==> config.mk <==
export PLATFORM = sky130hd
export DESIGN_NAME = utf8_byte_stream_decoder
export DESIGN_NICKNAME = d
export VERILOG_FILES = /design/src/rtl/ubd_pkg.sv /design/src/rtl/ubd_decode.sv /design/src/rtl/ubd_fifo.sv /design/src/rtl/utf8_byte_stream_decoder.sv
export SDC_FILE = /design/constraint.sdc
export NUM_CORES = 1
export LEC_CHECK = 0
export ABC_CLOCK_PERIOD_IN_PS = 6800
export BUFFER_PORTS_ARGS = -buffer_cell sky130_fd_sc_hd__buf_2
export CAP_MARGIN = 20
export CORE_ASPECT_RATIO = 1.1
export CORE_MARGIN = 2
export CORE_UTILIZATION = 25
export CTS_BUF_LIST = sky130_fd_sc_hd__clkbuf_16
export DETAILED_ROUTE_END_ITERATION = 10
export PLACE_DENSITY = 0.5
export SETUP_SLACK_MARGIN = 0.5
export SLEW_MARGIN = 25
export SYNTH_ARGS = -nofsm -noshare
export SYNTH_HDL_FRONTEND = slang
export SYNTH_SLANG_ARGS = --single-unit
export TNS_END_PERCENT = 1
==> constraint.sdc <==
create_clock -name clk -period 6.8 [get_ports clk]
set_clock_uncertainty 0.2 [all_clocks]
set_input_delay 0.34 -clock clk [delete_from_list [all_inputs] [get_ports clk]]
set_output_delay 0.34 -clock clk [all_outputs]
set_load 0.1 [all_outputs]
==> src/rtl/ubd_pkg.sv <==
// Shared types and constants for the UTF-8 byte stream decoder.
package ubd_pkg;

    localparam int CP_W           = 21;
    localparam int TDATA_IN_W     = 8;
    localparam int TDATA_OUT_W    = 24;
    localparam int FIFO_DEPTH_DEF = 4;

    localparam logic [CP_W-1:0] CP_REPLACEMENT = 21'h00FFFD;

    localparam logic [7:0] BYTE_LEAD2   = 8'hC2;
    localparam logic [7:0] BYTE_LEAD3   = 8'hE0;
    localparam logic [7:0] BYTE_LEAD4   = 8'hF0;
    localparam logic [7:0] BYTE_CONT_MK = 8'hC0;
    localparam logic [7:0] BYTE_CONT    = 8'h80;
    localparam logic [7:0] MASK_CONT    = 8'h3F;
    localparam logic [7:0] MASK_LEAD2   = 8'h1F;
    localparam logic [7:0] MASK_LEAD3   = 8'h0F;
    localparam logic [7:0] MASK_LEAD4   = 8'h07;

    // One result item
    typedef struct packed {
        logic [CP_W-1:0] code_point;
        logic            end_of_text;
        logic            last_of_run;
    } result_t;

    // Results caused by one input byte: count is 0, 1 or 2
    typedef struct packed {
        logic [1:0] count;
        result_t    first;
        result_t    second;
    } dec_out_t;

endpackage

==> src/rtl/ubd_decode.sv <==
// Sequence state and combinational decode of one byte into up to two results.
module ubd_decode (
    input  logic              clk,
    input  logic              rst_n,
    input  logic              advance,
    input  logic [7:0]        byte_in,
    output ubd_pkg::dec_out_t dec
);
    import ubd_pkg::*;

    logic [CP_W-1:0] partial_reg, partial_next;
    logic [1:0]      remain_reg, remain_next;

    logic            is_cont;
    logic            pending;
    logic [CP_W-1:0] cont_bits;
    logic [CP_W-1:0] merged;
    logic            own_valid;
    logic [CP_W-1:0] own_cp;
    logic            own_eot;

    // Decode the byte against the pending sequence
    always_comb
    begin
        pending      = (remain_reg != 2'd0);
        is_cont      = pending && ((byte_in & BYTE_CONT_MK) == BYTE_CONT);
        partial_next = partial_reg;
        remain_next  = remain_reg;
        own_valid    = 1'b0;
        own_cp       = '0;
        own_eot      = 1'b0;
        dec          = '0;

        // Place continuation bits by how many bytes are still expected
        case (remain_reg)
            2'd3:    cont_bits = {3'b0, byte_in[5:0], 12'b0};
            2'd2:    cont_bits = {9'b0, byte_in[5:0], 6'b0};
            default: cont_bits = {15'b0, byte_in[5:0]};
        endcase
        merged = partial_reg | cont_bits;

        if (is_cont)
        begin
            remain_next = remain_reg - 2'd1;
            if (remain_reg == 2'd1)
            begin
                dec.count                   = 2'd1;
                dec.first.code_point        = merged;
                dec.first.last_of_run       = 1'b1;
                partial_next                = '0;
            end
            else
            begin
                partial_next = merged;
            end
        end
        else
        begin
            partial_next = '0;
            remain_next  = 2'd0;
            // Classify the byte on its own
            if (byte_in == 8'h00)
            begin
                own_valid = 1'b1;
                own_eot   = 1'b1;
            end
            else if (byte_in < BYTE_CONT)
            begin
                own_valid = 1'b1;
                own_cp    = {13'b0, byte_in};
            end
            else if (byte_in < BYTE_LEAD2)
            begin
                own_valid = 1'b1;
                own_cp    = CP_REPLACEMENT;
            end
            else if (byte_in < BYTE_LEAD3)
            begin
                partial_next = {10'b0, byte_in[4:0] & MASK_LEAD2[4:0], 6'b0};
                remain_next  = 2'd1;
            end
            else if (byte_in < BYTE_LEAD4)
            begin
                partial_next = {5'b0, byte_in[3:0] & MASK_LEAD3[3:0], 12'b0};
                remain_next  = 2'd2;
            end
            else
            begin
                partial_next = {byte_in[2:0] & MASK_LEAD4[2:0], 18'b0};
                remain_next  = 2'd3;
            end

            // Flush the cut-short partial ahead of the byte's own result
            if (pending)
            begin
                dec.first.code_point  = partial_reg;
                dec.first.last_of_run = !own_valid;
                dec.second.code_point  = own_cp;
                dec.second.end_of_text = own_eot;
                dec.second.last_of_run = 1'b1;
                dec.count = own_valid ? 2'd2 : 2'd1;
            end
            else if (own_valid)
            begin
                dec.first.code_point  = own_cp;
                dec.first.end_of_text = own_eot;
                dec.first.last_of_run = 1'b1;
                dec.count             = 2'd1;
            end
        end
    end

    // Hold the sequence state until a byte is taken
    always_ff @(posedge clk or negedge rst_n)
    begin
        if (!rst_n)
        begin
            partial_reg <= '0;
            remain_reg  <= 2'd0;
        end
        else if (advance)
        begin
            partial_reg <= partial_next;
            remain_reg  <= remain_next;
        end
    end

endmodule

==> src/rtl/ubd_fifo.sv <==
// Result queue taking up to two items per cycle and giving one per cycle while out_ready is high.
module ubd_fifo #(
    parameter int DEPTH = ubd_pkg::FIFO_DEPTH_DEF
) (
    input  logic             clk,
    input  logic             rst_n,
    input  logic [1:0]       push_count,
    input  ubd_pkg::result_t push_first,
    input  ubd_pkg::result_t push_second,
    output logic             room_two,
    output logic             out_valid,
    input  logic             out_ready,
    output ubd_pkg::result_t out_item
);
    import ubd_pkg::*;

    localparam int PTR_W = (DEPTH > 1) ? $clog2(DEPTH) : 1;
    localparam int CNT_W = $clog2(DEPTH + 1);

    result_t          mem [DEPTH];
    logic [PTR_W-1:0] wr_ptr_reg, wr_ptr_next;
    logic [PTR_W-1:0] rd_ptr_reg, rd_ptr_next;
    logic [PTR_W-1:0] wr_ptr_plus;
    logic [CNT_W-1:0] cnt_reg, cnt_next;
    logic             pop;

    function automatic logic [PTR_W-1:0] ptr_inc(input logic [PTR_W-1:0] p);
        ptr_inc = (p == PTR_W'(DEPTH - 1)) ? '0 : p + PTR_W'(1);
    endfunction

    assign out_valid = (cnt_reg != '0);
    assign out_item  = mem[rd_ptr_reg];
    assign room_two  = (cnt_reg <= CNT_W'(DEPTH - 2));
    assign pop       = out_valid && out_ready;

    // Advance pointers and fill count
    always_comb
    begin
        wr_ptr_plus = ptr_inc(wr_ptr_reg);
        case (push_count)
            2'd1:    wr_ptr_next = wr_ptr_plus;
            2'd2:    wr_ptr_next = ptr_inc(wr_ptr_plus);
            default: wr_ptr_next = wr_ptr_reg;
        endcase
        rd_ptr_next = pop ? ptr_inc(rd_ptr_reg) : rd_ptr_reg;
        cnt_next    = cnt_reg + CNT_W'(push_count) - CNT_W'(pop);
    end

    always_ff @(posedge clk or negedge rst_n)
    begin
        if (!rst_n)
        begin
            wr_ptr_reg <= '0;
            rd_ptr_reg <= '0;
            cnt_reg    <= '0;
        end
        else
        begin
            wr_ptr_reg <= wr_ptr_next;
            rd_ptr_reg <= rd_ptr_next;
            cnt_reg    <= cnt_next;
        end
    end

    // Write one or two items
    always_ff @(posedge clk)
    begin
        if (push_count != 2'd0)
        begin
            mem[wr_ptr_reg] <= push_first;
        end
        if (push_count == 2'd2)
        begin
            mem[wr_ptr_plus] <= push_second;
        end
    end

endmodule

==> src/rtl/utf8_byte_stream_decoder.sv <==
// Lenient UTF-8 decoder: one byte in per cycle while the queue has room, code points out through a result queue.
// A byte accepted into the input register is decoded combinationally and queued once two queue
//   slots are free; its first result is then offered on m_axis from the registered queue.
// Throughput: one byte per cycle and one result per cycle while the queue has room and m_axis is ready, set by
//   the single decode stage; the rare second result of a byte waits in the result queue.
// Reset: rst_n clears the input valid flag, the sequence state and the queue.
module utf8_byte_stream_decoder #(
    parameter int FIFO_DEPTH = ubd_pkg::FIFO_DEPTH_DEF
) (
    input  logic                            clk,
    input  logic                            rst_n,
    input  logic                            s_axis_tvalid,
    output logic                            s_axis_tready,
    input  logic [ubd_pkg::TDATA_IN_W-1:0]  s_axis_tdata,   // [7:0] byte_in
    output logic                            m_axis_tvalid,
    input  logic                            m_axis_tready,
    output logic [ubd_pkg::TDATA_OUT_W-1:0] m_axis_tdata,   // [20:0] code_point, zero pad
    output logic                            m_axis_tuser,   // [0] end_of_text
    output logic                            m_axis_tlast    // last_of_run
);
    import ubd_pkg::*;

    logic       in_valid_reg;
    logic [7:0] in_byte_reg;
    logic       room_two;
    logic       advance;
    logic [1:0] push_count;
    dec_out_t   dec;
    result_t    out_item;

    // Move the held byte into the queue when two slots are free
    assign advance       = in_valid_reg && room_two;
    assign s_axis_tready = !in_valid_reg || advance;
    assign push_count    = advance ? dec.count : 2'd0;

    always_ff @(posedge clk or negedge rst_n)
    begin
        if (!rst_n)
        begin
            in_valid_reg <= 1'b0;
        end
        else if (s_axis_tready)
        begin
            in_valid_reg <= s_axis_tvalid;
        end
    end

    // Capture the byte
    always_ff @(posedge clk)
    begin
        if (s_axis_tready && s_axis_tvalid)
        begin
            in_byte_reg <= s_axis_tdata;
        end
    end

    ubd_decode u_decode (
        .clk     (clk),
        .rst_n   (rst_n),
        .advance (advance),
        .byte_in (in_byte_reg),
        .dec     (dec)
    );

    ubd_fifo #(
        .DEPTH (FIFO_DEPTH)
    ) u_fifo (
        .clk         (clk),
        .rst_n       (rst_n),
        .push_count  (push_count),
        .push_first  (dec.first),
        .push_second (dec.second),
        .room_two    (room_two),
        .out_valid   (m_axis_tvalid),
        .out_ready   (m_axis_tready),
        .out_item    (out_item)
    );

    // Pack the result item
    assign m_axis_tdata = {(TDATA_OUT_W - CP_W)'(0), out_item.code_point};
    assign m_axis_tuser = out_item.end_of_text;
    assign m_axis_tlast = out_item.last_of_run;

endmodule

## Word level (Yosys, flattened, before mapping)

Memory sizes are Yosys's and may differ from the RTL's.
Index checks and enable logic that the tools add are counted.

- RAM bits: 92
- Memories kept: 1
- Word-level logic and storage cells: 84
- Input port bits: 12
- Output and inout port bits: 28
- Bits in registers: 39

Memories:

| name | depth | width | read ports | clocked after memory_dff | wr ports | line | source |
|---|---|---|---|---|---|---|---|
| u_fifo.mem | 4 | 23 | 1 | 0 | 2 | ubd_fifo.sv:20 | `result_t mem [DEPTH];` |

- Mux-type cells: 43
- Bitwise operators: 1
- Eq/ne operators: 9
- Reduce and logical (&&, ||, !) cells: 12
- Magnitude comparators: 5
- $add $sub $neg: 6

Operators by type and width:

| kind | number |
|---|---|
| $mux 21 | 9 |
| $mux 23 | 4 |
| $pmux 18 s2 | 1 |
| $lt 8x8->1 const B | 4 |
| $mux 24 | 1 |
| $mux 22 | 1 |
| $or 21x18->21 | 1 |
| $mux 2 | 10 |
| $mux 16 | 1 |
| $mux 1 | 15 |
| $eq 2x2->1 const B | 7 |
| $logic_not 8->1 | 1 |
| $add 2x1->2 const B | 3 |
| $reduce_bool 2->1 | 3 |
| $eq 2x1->1 const B | 2 |
| $logic_and 1x1->1 | 4 |
| $pmux 2 s2 | 1 |
| $add 3x2->3 | 1 |
| $le 3x2->1 const B | 1 |
| $reduce_bool 3->1 | 1 |
| $sub 3x1->3 | 1 |
| $logic_not 1->1 | 2 |
| $sub 2x1->2 const B | 1 |
| $logic_or 1x1->1 | 1 |

## Depth between registers and ports, before layout

- Word-level depth: 12
- Mapped depth: 16
- Mapped depth without buffers: 12

## By module

A second synthesis with hierarchy kept.

- Cells, all modules: 502
- Area, all modules: 7480.9 µm²

By module, submodules not included:

| module | cells an instance | instances | sequential area each (µm²) | area each (µm²) |
|---|---|---|---|---|
| ubd_fifo | 282 | 1 | 2937.8 | 5380.2 |
| ubd_decode | 201 | 1 | 575.6 | 1761.7 |
| utf8_byte_stream_decoder | 19 | 1 | 265.3 | 339.1 |

## Worst setup path after synthesis

Ideal clock, no wire load.

- Path type: register -> register
- Start point: register in_byte_reg[3]
- End point: memory u_fifo.mem[1][0] in the netlist's numbering, enable pin
- Library setup time: 0.373 ns
- Clock period less this slack: 3.623 ns
- Required time: 6.227 ns
- Arrival: 3.051 ns
- Stages on the path, launching flop included: 12
- Path slack: 3.177 ns
- Buffers on the path: 2
- Cell sequence: edfxtp_1 -> or4_4 -> buf_6 -> o21ai_0 -> ha_1 -> o21ai_0 -> o21ai_0 -> nand2_1 -> ha_1 -> clkbuf_1 -> a21oi_1 -> inv_1

RTL lines:

| element | line | source |
|---|---|---|
| start: declaration | utf8_byte_stream_decoder.sv:24 | `logic [7:0] in_byte_reg;` |
| start signal: assignment | utf8_byte_stream_decoder.sv:53 | `in_byte_reg <= s_axis_tdata;` |
| end: declaration | ubd_fifo.sv:20 |  |

==> reports/qor.yml <==
route:
  wire_per_inst_um: 18.7
  viasPerCell: 4.99
  drc_errors: 0
  drt_wl_total_um: 17800
  first_pass_iters: 5
  antenna_left: 0
  drt_iter0_markers: 408
  vias: 4756
floorplanning:
  die_h_um: 175
  die_w_um: 159
  initial_core_util: 0.254
  num_rows: 62
  ios: 40
  die_area_sq_um: 27900
  core_area_sq_um: 26100
finish:
  seq_area_sq_um: 3580
  final_layout_size_suffix_gt1_frac: 0.174
  nets: 620
  fillers: 2708
  layout_common_cells: "edfxtp_1 (80), nand2_1 (41), o21ai_0 (39)"
  diodes: 0
  largest_reg_flops: 92
  area_delta_synth_final_pct: 16.7
  multi_input_area_sq_um: 2790
  final_common_cell: "edfxtp_1"
yosys:
  yosysWarnings: 0
  synth_cell_types: 62
  yosys.area_share.xor_xnor: 0.00396
  synthAdderAreaFrac: 0.0369
  synth_mux_area_frac: 0.0874
  synth.area.top_cells: "edfxtp_1 (36%), dfrtp_1 (12%), mux4_2 (7.8%)"
  synth.avg_cell_area_sq_um: 11.8
  synthCells: 565
  synth_edf_count: 80
  synth_top_area_share: 0.362
  synth_seq_cells: 131
  synth_top_family_by_area: "compound AO/OA/AOI/OAI gates"
  synth-simple-area-share: 0.112
  async_reset_ff_frac: 0.237
  synth_area_sq_um: 6640
  synth_compound_area_frac: 0.177
  synth_area_leader_cell: "edfxtp_1"
  synth-main-ff-cell: "edfxtp_1"
  yosysSeqAreaShare: 0.539
placed_design:
  dp_hpwl_um: 12400
  gp_congestion: 0.781
  portBuffers: 36
  post-place-ws_ns: 2.32
setup_path:
  crit_type: "flip-flop to flip-flop"
  cp.arrival_ns: 4.44
  cp.required_ns: 6.73
  crit_top_cell: "o21ai_0"
  end_kind: "flip-flop"
  start_kind: "flip-flop"
  critical_path.top_delay_family: "simple AND/OR/NAND/NOR gates"
  critPathSlowestCell: "or4_4"
  crit_chain: "or4_4 -> o21ai_0 -> ha_1 -> o21ai_0 -> o21ai_0 -> nand2_1 -> ha_1 -> nand2_1 -> and2_1 -> nand2_2 -> o21ai_0"
  cp_max_fo: 14
  slowest_delay_ns: 0.73
  timing.critical_path.buf_inv: 0
timing:
  report.final.slew_viol_count: 0
  rsz0062_at_grt: "no"
  layout_setup_ws_ns: 2.29
  period_share: 0.664
  max_freq_mhz: 221
  setup_viol: 0
  hold_violations: 0
  worstMarginPinSlew_ns: 0.984
  period_minus_slack_ns: 4.52
  setup_tns_ns: 0
  slew_headroom: 0.342
clock_tree:
  cts_tree: "yes"
  clockRootBuffer: "clkbuf_16"
  clock_path_buffers: 2
  cts_resized: 0
  cts_setup_buffers: 0
  cts.sinks: 131
  clk_pin_slew_worst_paths_ns: 0.06
  hold_buffers: 10
  cts_max_level: 4
  cts_buffers: 17
  clkLatencyLatePin_ns: 0.42
flow_run:
  cap_violations: 0
global_routing:
  gr-total-overflow: 0
  gr-usage-all-layers: 0.134
  grt_max_degree: 54
  grt_pass1_wl_um: 28600
  antenna_found_initial: 0
  grt_pass1_vias: 4818
outcome:
  status: "complete, no violations"
hold_path:
  hold_class: "primary input to flip-flop"
## cell families after synthesis
family / Yosys count
compound gates: 168
simple gates: 146
flops: 131
buf+inv: 68
mux: 29
fa+ha+maj: 19
xor+xnor: 3
other cells: 1
## Yosys cell counts (all sizes together), types with 3 or more instances
cell and number:
a211oi 4, a21o 4, a21oi 19, a221oi 10, a22o 8, a31oi 14
a32o 19, and2 9, and3 6, buf 16, clkbuf 32, dfrtp 31
dfxtp 20, edfxtp 80, ha 18, inv 19, mux2i 4, mux4 23
nand2 45, nand2b 7, nand3 14, nor2 23, nor2b 6, nor3 18
nor3b 3, nor4 3, o211ai 6, o21ai 44, o22ai 29, o32ai 3
## worst reg2reg max path: cells and delay by family (launching register included)
family                     cells  cell delay [ns]
and+or+nand+nor                5             1.87
AOI/OAI and AO/OA              4             0.85
adders and majority gates      2             0.71
DFF                            1             0.59
## layout make-up
| cell class | count | area share |
|---|---|---|
| clock buffer | 18 | 0.0581 |
| clock inverter | 14 | 0.0129 |
| inverter | 20 | 0.00969 |
| multi-input combinational | 368 | 0.360 |
| sequential | 131 | 0.462 |
| tap | 352 | 0.0568 |
| timing repair buffer | 51 | 0.0410 |
## path summary, 6_finish.rpt
kind / depth (start not counted) / slack (ns) / start / endpoint
hold reg to reg: 1 / 0.27 / u_fifo.mem[2][21] / u_fifo.mem[2][21]
max in group asynchronous: 2 / 5.59 / rst_n / u_decode.partial_reg[3]
hold / removal: 3 / 0.13 / m_axis_tready / u_fifo.rd_ptr_reg[0]
min in group asynchronous: 2 / 0.32 / rst_n / u_decode.partial_reg[20]
setup reg to reg: 11 / 2.29 / in_byte_reg[3] / u_fifo.mem[1][12]
setup / recovery: 11 / 2.29 / in_byte_reg[3] / u_fifo.mem[1][12]
## metal layers
layer	up-vias	track usage	routed length, um
li1	2242	-	-
met1	2350	0.182	8350
met2	141	0.214	8430
met3	23	0.0254	760
met4	0	0.0455	293
met5	-	0	0
## per-stage QoR
step | cell area [sq um] | cells | utilization | hold slack, ns
2_1_floorplan | 6650 | 567 | - | -0.156
3_3_place_gp | 7100 | 912 | 0.272 | 0.250
3_5_place_dp | 7100 | 912 | 0.272 | 0.259
4_1_cts | 7750 | 954 | 0.296 | 0.141
5_1_grt | 7750 | 954 | 0.296 | 0.151
6_report | 7750 | 954 | 0.296 | 0.129
Power is left out: the tool's default activity adds up to more than one toggle a clock period on the data nets, which glitch-free logic cannot reach.
